**src/hw/rtl/rth_pkg.sv**
```systemverilog
// rth_pkg: shared constants, types and the CORDIC angle table for the
// RGB to HSI converter. No dependencies.
`timescale 1ns / 1ps
`default_nettype none
package rth_pkg;

  localparam int unsigned CordicSteps = 32;
  localparam int unsigned VecBits     = 64;
  localparam int unsigned AngBits     = 34;

  localparam logic signed [VecBits-1:0] Sqrt3Q30    = 64'sd1859775393;
  localparam logic signed [AngBits-1:0] QuarterTurn = 34'sd1073741824;
  localparam logic signed [AngBits-1:0] HalfTurn    = 34'sd2147483648;

  // atan(2^-i) in units of 2^-32 turn
  function automatic logic signed [AngBits-1:0] turn_atan(input logic [4:0] idx);
    logic signed [AngBits-1:0] v;
    begin
      case (idx)
        5'd0: v = 34'sd536870912;   5'd1: v = 34'sd316933406;
        5'd2: v = 34'sd167458907;   5'd3: v = 34'sd85004756;
        5'd4: v = 34'sd42667331;    5'd5: v = 34'sd21354465;
        5'd6: v = 34'sd10679838;    5'd7: v = 34'sd5340245;
        5'd8: v = 34'sd2670163;     5'd9: v = 34'sd1335087;
        5'd10: v = 34'sd667544;     5'd11: v = 34'sd333772;
        5'd12: v = 34'sd166886;     5'd13: v = 34'sd83443;
        5'd14: v = 34'sd41722;      5'd15: v = 34'sd20861;
        5'd16: v = 34'sd10430;      5'd17: v = 34'sd5215;
        5'd18: v = 34'sd2608;       5'd19: v = 34'sd1304;
        5'd20: v = 34'sd652;        5'd21: v = 34'sd326;
        5'd22: v = 34'sd163;        5'd23: v = 34'sd81;
        5'd24: v = 34'sd41;         5'd25: v = 34'sd20;
        5'd26: v = 34'sd10;         5'd27: v = 34'sd5;
        5'd28: v = 34'sd3;          5'd29: v = 34'sd1;
        5'd30: v = 34'sd1;
        default: v = 34'sd0;
      endcase
      return v;
    end
  endfunction

  // flags that travel alongside the vector through the cell row
  typedef struct packed {
    logic                      equal;    // all channels equal
    logic                      blue_gt;  // blue > green
    logic                      direct;   // angle fixed without CORDIC
    logic signed [AngBits-1:0] base;     // pre-rotation or fixed angle
  } hue_ctl_t;

endpackage
`default_nettype wire

```
**src/hw/rtl/rth_front.sv**
```systemverilog
// rth_front: input register stage; forms the CORDIC start vector, intensity
// and the saturation dividend/divisor. Depends on rth_pkg.
`timescale 1ns / 1ps
`default_nettype none
module rth_front #(
  parameter int unsigned ChannelBits  = 8,
  parameter int unsigned FractionBits = 16,
  parameter int unsigned NumBits      = 28,
  parameter int unsigned DenBits      = 11
) (
  input  wire logic                               clk_i,
  input  wire logic                               rst_ni,
  input  wire logic                               en_i,
  input  wire logic                               valid_i,
  input  wire logic [ChannelBits-1:0]             red_i,
  input  wire logic [ChannelBits-1:0]             green_i,
  input  wire logic [ChannelBits-1:0]             blue_i,
  output logic                                    valid_o,
  output logic signed [rth_pkg::VecBits-1:0]      x_o,
  output logic signed [rth_pkg::VecBits-1:0]      y_o,
  output rth_pkg::hue_ctl_t                       ctl_o,
  output logic [FractionBits-1:0]                 side_o,
  output logic [NumBits-1:0]                      num_o,
  output logic [DenBits-1:0]                      den_o
);
  localparam int unsigned SumBits = ChannelBits + 2;
  localparam int unsigned WideBits = 64;
  localparam logic [WideBits-1:0] Fone = WideBits'(1) << FractionBits;
  localparam logic [WideBits-1:0] Den  = WideBits'(3) * ((WideBits'(1) << ChannelBits) - 1);
  // intensity = floor(X / InDen) via X * Recip >> RecipShift, exact for X < 2^XBits
  localparam int unsigned XBits      = SumBits + FractionBits + 2;
  localparam int unsigned MBits      = XBits + 2;
  localparam int unsigned ProdBits   = XBits + MBits;
  localparam int unsigned RecipShift = XBits + ChannelBits + 3;
  localparam logic [127:0] InDen = 128'(6) * ((128'(1) << ChannelBits) - 128'(1));
  localparam logic [127:0] Recip = ((128'(1) << RecipShift) + InDen - 128'(1)) / InDen;

  logic [SumBits-1:0] sum, mn;
  logic [XBits-1:0] inten_num;
  logic [ProdBits-1:0] inten_prod;
  logic [FractionBits-1:0] inten;
  logic [NumBits-1:0] num;
  logic [DenBits-1:0] den;
  logic signed [SumBits+1:0] n, d;
  logic signed [rth_pkg::VecBits-1:0] px, py;
  rth_pkg::hue_ctl_t ctl;
  logic valid_q;
  logic signed [rth_pkg::VecBits-1:0] x_q, y_q;
  rth_pkg::hue_ctl_t ctl_q;
  logic [FractionBits-1:0] side_q;
  logic [NumBits-1:0] num_q;
  logic [DenBits-1:0] den_q;

  always_comb begin
    sum = SumBits'(red_i) + SumBits'(green_i) + SumBits'(blue_i);
    mn  = SumBits'(red_i);
    if (SumBits'(green_i) < mn) mn = SumBits'(green_i);
    if (SumBits'(blue_i) < mn) mn = SumBits'(blue_i);
    inten_num  = XBits'(((WideBits'(sum) * (Fone - 1)) << 1) + Den);
    inten_prod = ProdBits'(inten_num) * ProdBits'(Recip[MBits-1:0]);
    inten      = inten_prod[RecipShift +: FractionBits];
    ctl.equal   = (red_i == green_i) && (green_i == blue_i);
    ctl.blue_gt = blue_i > green_i;
    n = (SumBits+2)'(2 * red_i) - (SumBits+2)'(green_i) - (SumBits+2)'(blue_i);
    d = (green_i > blue_i) ? (SumBits+2)'(green_i - blue_i) : (SumBits+2)'(blue_i - green_i);
    px = rth_pkg::VecBits'(n) <<< 30;
    py = rth_pkg::VecBits'(d) * rth_pkg::Sqrt3Q30;
    ctl.direct = (d == 0) || ctl.equal;
    ctl.base   = '0;
    if (ctl.direct) begin
      ctl.base = (n > 0 || ctl.equal) ? '0 : rth_pkg::HalfTurn;
    end
    if (px < 0) begin
      ctl.base = ctl.direct ? ctl.base : rth_pkg::QuarterTurn;
    end
    // saturation dividend 2*(sum-3*min)*2^F + sum over divisor 2*sum; 0/1 when equal
    if (ctl.equal) begin
      num = '0;
      den = DenBits'(1);
    end else begin
      num = ((NumBits'(sum) - NumBits'(mn) * NumBits'(3)) << (FractionBits + 1)) +
            NumBits'(sum);
      den = DenBits'(sum) << 1;
    end
  end

  always_ff @(posedge clk_i or negedge rst_ni) begin
    if (!rst_ni) begin
      valid_q <= 1'b0;
    end else if (en_i) begin
      valid_q <= valid_i;
    end
  end

  always_ff @(posedge clk_i) begin
    if (en_i) begin
      x_q    <= (px < 0) ? py : px;
      y_q    <= (px < 0) ? -px : py;
      ctl_q  <= ctl;
      side_q <= inten;
      num_q  <= num;
      den_q  <= den;
    end
  end

  assign valid_o = valid_q;
  assign x_o     = x_q;
  assign y_o     = y_q;
  assign ctl_o   = ctl_q;
  assign side_o  = side_q;
  assign num_o   = num_q;
  assign den_o   = den_q;
endmodule
`default_nettype wire

```
**config.mk**
```make
export PLATFORM = sky130hd
export DESIGN_NAME = rth_front
export DESIGN_NICKNAME = d
export VERILOG_FILES = /design/src/hw/rtl/rth_pkg.sv /design/src/hw/rtl/rth_front.sv
export SDC_FILE = /design/constraint.sdc
export NUM_CORES = 1
export LEC_CHECK = 0
export BUFFER_PORTS_ARGS = -buffer_cell sky130_fd_sc_hd__buf_4
export CAP_MARGIN = 10
export CORE_MARGIN = 2
export CORE_UTILIZATION = 43
export DETAILED_ROUTE_END_ITERATION = 8
export REMOVE_ABC_BUFFERS = 1
export SLEW_MARGIN = 40
export SYNTH_ARGS = -nofsm -noshare
export SYNTH_HDL_FRONTEND = slang
export SYNTH_SLANG_ARGS = --single-unit
```
**constraint.sdc**
```tcl
create_clock -name clk_i -period 0.9 [get_ports clk_i]
set_input_delay 0.09 -clock clk_i [delete_from_list [all_inputs] [get_ports clk_i]]
set_output_delay 0.09 -clock clk_i [all_outputs]
set_load 0.01 [all_outputs]
```
==> reports/qor.yml, run 1 <==
outcome: "complete, but fails checks"
violations: "negative setup slack"
diodes: 0
ctsRootBufferMaster: "clkbuf_16"
syn_avg_cell_area_um2: 9.76
period_share: 13.8
yosys_warnings: 0
relSlewSlack: 0.482
cap_violations: 0
max_freq_ghz: 0.0804
cts_tree: "yes"
ys_seq_area_frac: 0.142
tightest_slew_ns: 0.777
syn_inst: 2897
clkSlewWorstSetupHoldPaths_ns: 0.06
drt_pass1_iterations: 5
setup_ws_ns: -11.54
setup_viol: 315
die_x_um: 260
crit_type: "primary input to register"
end_kind: "register"
cp_slowest_cell: "fa_1"
core-area_um2: 65400
track_usage: 0.264
synth_area_leaders: "fa_1 27%, ha_1 23%, edfxtp_1 14%, inv_1 8.9%, xnor2_1 3.2%"
finalCriticalPeriod_ns: 12.44
synth_ff_type: "edfxtp_1"
h-tree-depth: 4
clk_latency_ns: 0.46
finalHoldViolations: 0
overflow: 0
cp.required_ns: 1.11
antenna_found_initial: 0
ys_types: 79
cp_common_cell: "fa_1"
via_per_inst: 4.96
dieArea_um2: 67800
grt_pass1_wl_um: 138000
route.final.wire_length_um: 90300
crit_family: "adder cells"
drive_gt1_frac: 0.423
cp_max_fo: 6
cp-start-kind: "primary input"
dp_hpwl_um: 76000
synth_top_area_frac: 0.271
hold_path.class: "primary input to register"
grt_setup_unrepaired: "yes"
syn2layout_area_growth_pct: 47.8
ys_ff_latch: 134
wl_per_cell_um: 18.7
final_antenna_net_count: 0
yosysTopAreaCell: "fa_1"
gp_congestion: 0.975
grt_max_degree: 27
final_nets: 4890
synthArstFlopShare: 0.00746
critPathMaxStageDelay_ns: 0.59
port_buffers: 209
critPathArrivalTime_ns: 12.64
drc: 0
maxSlewViolCount: 0
clk_path_buf_depth: 2
initialDrtViolationCount: 916
ios: 249
crit_buf_inv: 15
floorplan.initialDensity: 0.432
clock-sinks: 134
cts_buffers: 17
vias: 24000
fillers: 5269
synth_edf_count: 133
fp.dieH_um: 260
rows: 94
grt_pass1_vias: 25900
finalClockSkew_ns: 0
final_core_util: 0.639
syn_area_um2: 28300
==> logic make-up after synthesis <==
logic type	count (synthesis)	share of synthesized area
AO/OA/AOI/OAI	416	0.0950
XOR/XNOR	150	0.0484
adder cells (fa/ha/maj)	910	0.504
buffers and inverters	799	0.118
flip-flops	134	0.142
multiplexers	39	0.0144
other	1	0.000133
AND/OR/NAND/NOR	448	0.0776
==> Yosys cell counts (4+ instances only) <==
cell type / instances
and2_1: 11
nor3_1: 26
a21boi_0: 8
a21oi_1: 135
nor4_1: 14
a2111oi_0: 5
o2111ai_1: 7
o21ai_1: 6
nand2b_1: 9
inv_1: 672
a211o_1: 4
buf_1: 4
buf_4: 87
o31a_1: 7
xor2_1: 42
nand3_1: 37
o21ai_0: 62
a31oi_1: 8
mux2_2: 14
clkbuf_1: 25
buf_2: 10
xnor2_1: 103
nand4_1: 25
ha_1: 527
or2_2: 7
o211ai_1: 16
o21a_1: 25
a21o_1: 58
mux2i_1: 25
o31ai_1: 9
or3_1: 14
o21bai_1: 22
nand2_1: 86
and3_1: 11
nor2b_1: 19
a211oi_1: 12
nor2_1: 165
fa_1: 383
and4_1: 5
edfxtp_1: 133
==> path summary, 6_finish.rpt <==
check,cells past startpoint,slack (ns),start,to
min,2,0.07,en_i,y_o[13]$_SDFFCE_PN0P_
max in group asynchronous,3,0.34,rst_ni,valid_o$_DFFE_PN0P_
min reg2reg,1,0.52,valid_o$_DFFE_PN0P_,valid_o$_DFFE_PN0P_
min in group asynchronous,3,0.46,rst_ni,valid_o$_DFFE_PN0P_
max,59,-11.54,blue_i[1],side_o[8]$_DFFE_PP_
max reg2reg,1,0.15,valid_o$_DFFE_PN0P_,valid_o$_DFFE_PN0P_
==> cell type report <==
type	instances	area, µm²	share of cell area
inverter	673	2540	0.0608
clock buffer	20	457	0.0109
multi-input combinational	2002	24600	0.589
clock inverter	12	165	0.00395
timing repair buffer	1124	8910	0.213
tap	864	1080	0.0259
sequential	134	4020	0.0961
==> sequential cells by signal, indices dropped and copies added (netlist names) <==
register,flops
side_o,16
y_o,47
ctl_o,5
valid_o,1
den_o,9
x_o,44
num_o,12
==> through the flow <==
stage / worst slack [ns] / instances / TNS [ns] / hold slack [ns] / instance area, µm²
4_1_cts: -11.48 / 4789 / -726.99 / 0.0464 / 40400
2_1_floorplan: -12.41 / 2809 / -862.87 / -0.206 / 27600
3_5_place_dp: -12.62 / 4681 / -808.66 / -0.133 / 36400
6_report: -11.54 / 4829 / -717.58 / 0.0652 / 41800
5_1_grt: -11.96 / 4829 / -755.14 / 0.0655 / 41800
3_3_place_gp: -12.34 / 4681 / -798.93 / -0.133 / 36400
==> metal layers <==
layer	vias to the layer above	wire length, µm	part of all wire	global-route usage
met4	0	3260	0.036	0.0963
met2	495	48000	0.53	0.495
li1	11400	-	-	-
met5	-	0	0	0
met1	11900	36300	0.40	0.315
met3	135	2640	0.029	0.0179
==> cell usage in the layout, fill, tap and decap left out, types with 17 or more instances in the layout <==
master     count
a21o_1        57
a21oi_1       75
a21oi_2       46
buf_4       1040
buf_6         62
clkbuf_16     17
conb_1        39
edfxtp_1     133
fa_1         354
fa_2          29
ha_1         408
ha_4         113
inv_1        619
inv_2         47
mux2i_1       19
nand2_1       67
nand3_1       21
nand4_1       25
nor2_1       142
o21a_1        25
o21ai_0       26
o21ai_1       19
o21ai_2       19
o21bai_1      21
xnor2_1       71
xnor2_2       25
xor2_1        30
==> timing repair <==
item | in CTS | in global routing
hold endpoints to repair | 2 | 0
hold buffers | 3 | 0
pin swaps | 279 | 222
setup buffers | 83 | 44
gates cloned | 1 | 0
resized for setup | 528 | 196
setup endpoints to repair | 315 | 315
Power of run 1 is left out: the tool's default activity adds up to more than one toggle a clock period on the data nets, which glitch-free logic cannot reach.
==> run 2, diff against run 1 <==
Settings changed: REMOVE_ABC_BUFFERS 1 to not set.
==> run 2 against run 1 <==
The flow still finishes with violations (negative setup slack). Via count down 1.1%. Worst hold slack worse by 0.0098 ns. Routed wire length down 0.58%. Utilization up 0.26 points. Worst setup slack better by 0.11 ns. Sequential share of layout area about the same. Global-route usage down 0.13 points. Critical path depth down 6. First-iteration DRC count up 27%. Final cell count down 0.37%. Non-clock buffer count down 18. Register-to-register slack about the same.
==> reports/qor.yml, run 2 (synthesized netlist as in run 1, its figures left out) <==
critPathArrivalTime_ns: 12.56
cap_violations: 0
cp-start-kind: "primary input"
ff_latch_area_um2: 4020
grt_pass1_wl_um: 136000
setup_viol: 315
dp_hpwl_um: 78100
port_buffers: 209
final_cell_mix: "1,017 x buf_4, 609 x inv_1, 400 x ha_1, 361 x fa_1, 143 x nor2_1"
critPathMaxStageDelay_ns: 0.59
grt_max_degree: 27
grt_pass1_vias: 24700
fillers: 5411
crit_start: "green_i[1]"
hold_path.class: "primary input to register"
tightest_slew_ns: 0.626
clock-sinks: 134
floorplan.initialDensity: 0.432
rr_worst_depth: 1
whs_ns: 0.0554
fp.dieH_um: 260
clkSlewWorstSetupHoldPaths_ns: 0.07
track_usage: 0.263
ctsRootBufferMaster: "clkbuf_16"
drc: 0
max_freq_ghz: 0.0811
final_common_cell: "buf_4"
worstHoldStart: "en_i"
diodes: 0
crit_type: "primary input to register"
vias: 23700
crit_buf_inv: 14
r2r-end: "valid_o$_DFFE_PN0P_"
end_kind: "register"
largest_register_ffs: 47
final_antenna_net_count: 0
rrSetupSlack_ns: 0.14
route.final.wire_length_um: 89700
violations: "negative setup slack"
multi_input_area_um2: 24900
cp_common_cell: "fa_1"
clk_latency_ns: 0.48
gp_congestion: 0.989
cp_slowest_cell: "fa_1"
relSlewSlack: 0.578
path_depth: 53
core-area_um2: 65400
final_nets: 4872
rows: 94
maxSlewViolCount: 0
finalClockSkew_ns: 0
finalHoldViolations: 0
syn2layout_area_growth_pct: 48.4
h-tree-depth: 4
crit_end: "side_o[8]$_DFFE_PP_"
cts_tree: "yes"
cts_buffers: 17
via_per_inst: 4.93
drive_gt1_frac: 0.423
drt_pass1_iterations: 5
setup_ws_ns: -11.43
period_share: 13.7
initialDrtViolationCount: 1159
die_x_um: 260
outcome: "complete, but fails checks"
ios: 249
overflow: 0
dieArea_um2: 67800
finalCriticalPeriod_ns: 12.33
cp_max_fo: 4
crit_family: "adder cells"
clk_path_buf_depth: 2
r2r-start: "valid_o$_DFFE_PN0P_"
antenna_found_initial: 0
grt_setup_unrepaired: "yes"
wl_per_cell_um: 18.7
cp.required_ns: 1.13
[run 2: changes by cell type in the layout (fill, tap and decap cells not counted), sizes merged]
cell and change:
clkinvlp +5, inv -2, buf -18, clkbuf -3, bufinv -1, clkinv +1
[run 2: how the worst min path moves through the flow]
stage	end	slack (ns)	cells after the start
3_3_place_gp	valid_o$_DFFE_PN0P_	-0.14	1
6_report	valid_o$_DFFE_PN0P_	0.06	2
2_1_floorplan	valid_o$_DFFE_PN0P_	-0.21	0
3_5_place_dp	valid_o$_DFFE_PN0P_	-0.13	1
4_1_cts	valid_o$_DFFE_PN0P_	0.03	2
5_1_grt	valid_o$_DFFE_PN0P_	0.05	2
[run 2: area by class of cell]
cell class	instances	share of cell area
flip-flops and latches	134	0.0957
clock buffers	17	0.0101
well taps	864	0.0258
inverters	673	0.0617
multi-input cells	2002	0.592
clock inverters	15	0.00429
repair buffers	1106	0.210
[run 2: layer usage]
layer	routed length, µm	vias to the layer above	track usage
li1	-	11400	-
met1	42200	11800	0.372
met2	42800	404	0.434
met3	3080	77	0.0274
met4	1710	0	0.0587
met5	0	-	0
[run 2: through the flow]
stage,utilization,TNS (ns),setup slack [ns],area (µm²),std cells
3_5_place_dp,0.577,-765.02,-12.66,37700,4655
2_1_floorplan,-,-694.77,-11.76,30300,2935
6_report,0.642,-747.65,-11.43,42000,4811
5_1_grt,0.642,-782.04,-11.96,42000,4811
3_3_place_gp,0.577,-758.45,-12.60,37700,4655
4_1_cts,0.617,-737.28,-11.49,40300,4766
[run 2: repair_timing]
action	CTS	global route
pin swaps	174	210
gates cloned	1	0
resized for setup	257	238
hold endpoints to repair	2	0
setup buffers	78	49
hold buffers	3	0
setup endpoints to repair	315	315
Power of run 2 is left out for the same reason.
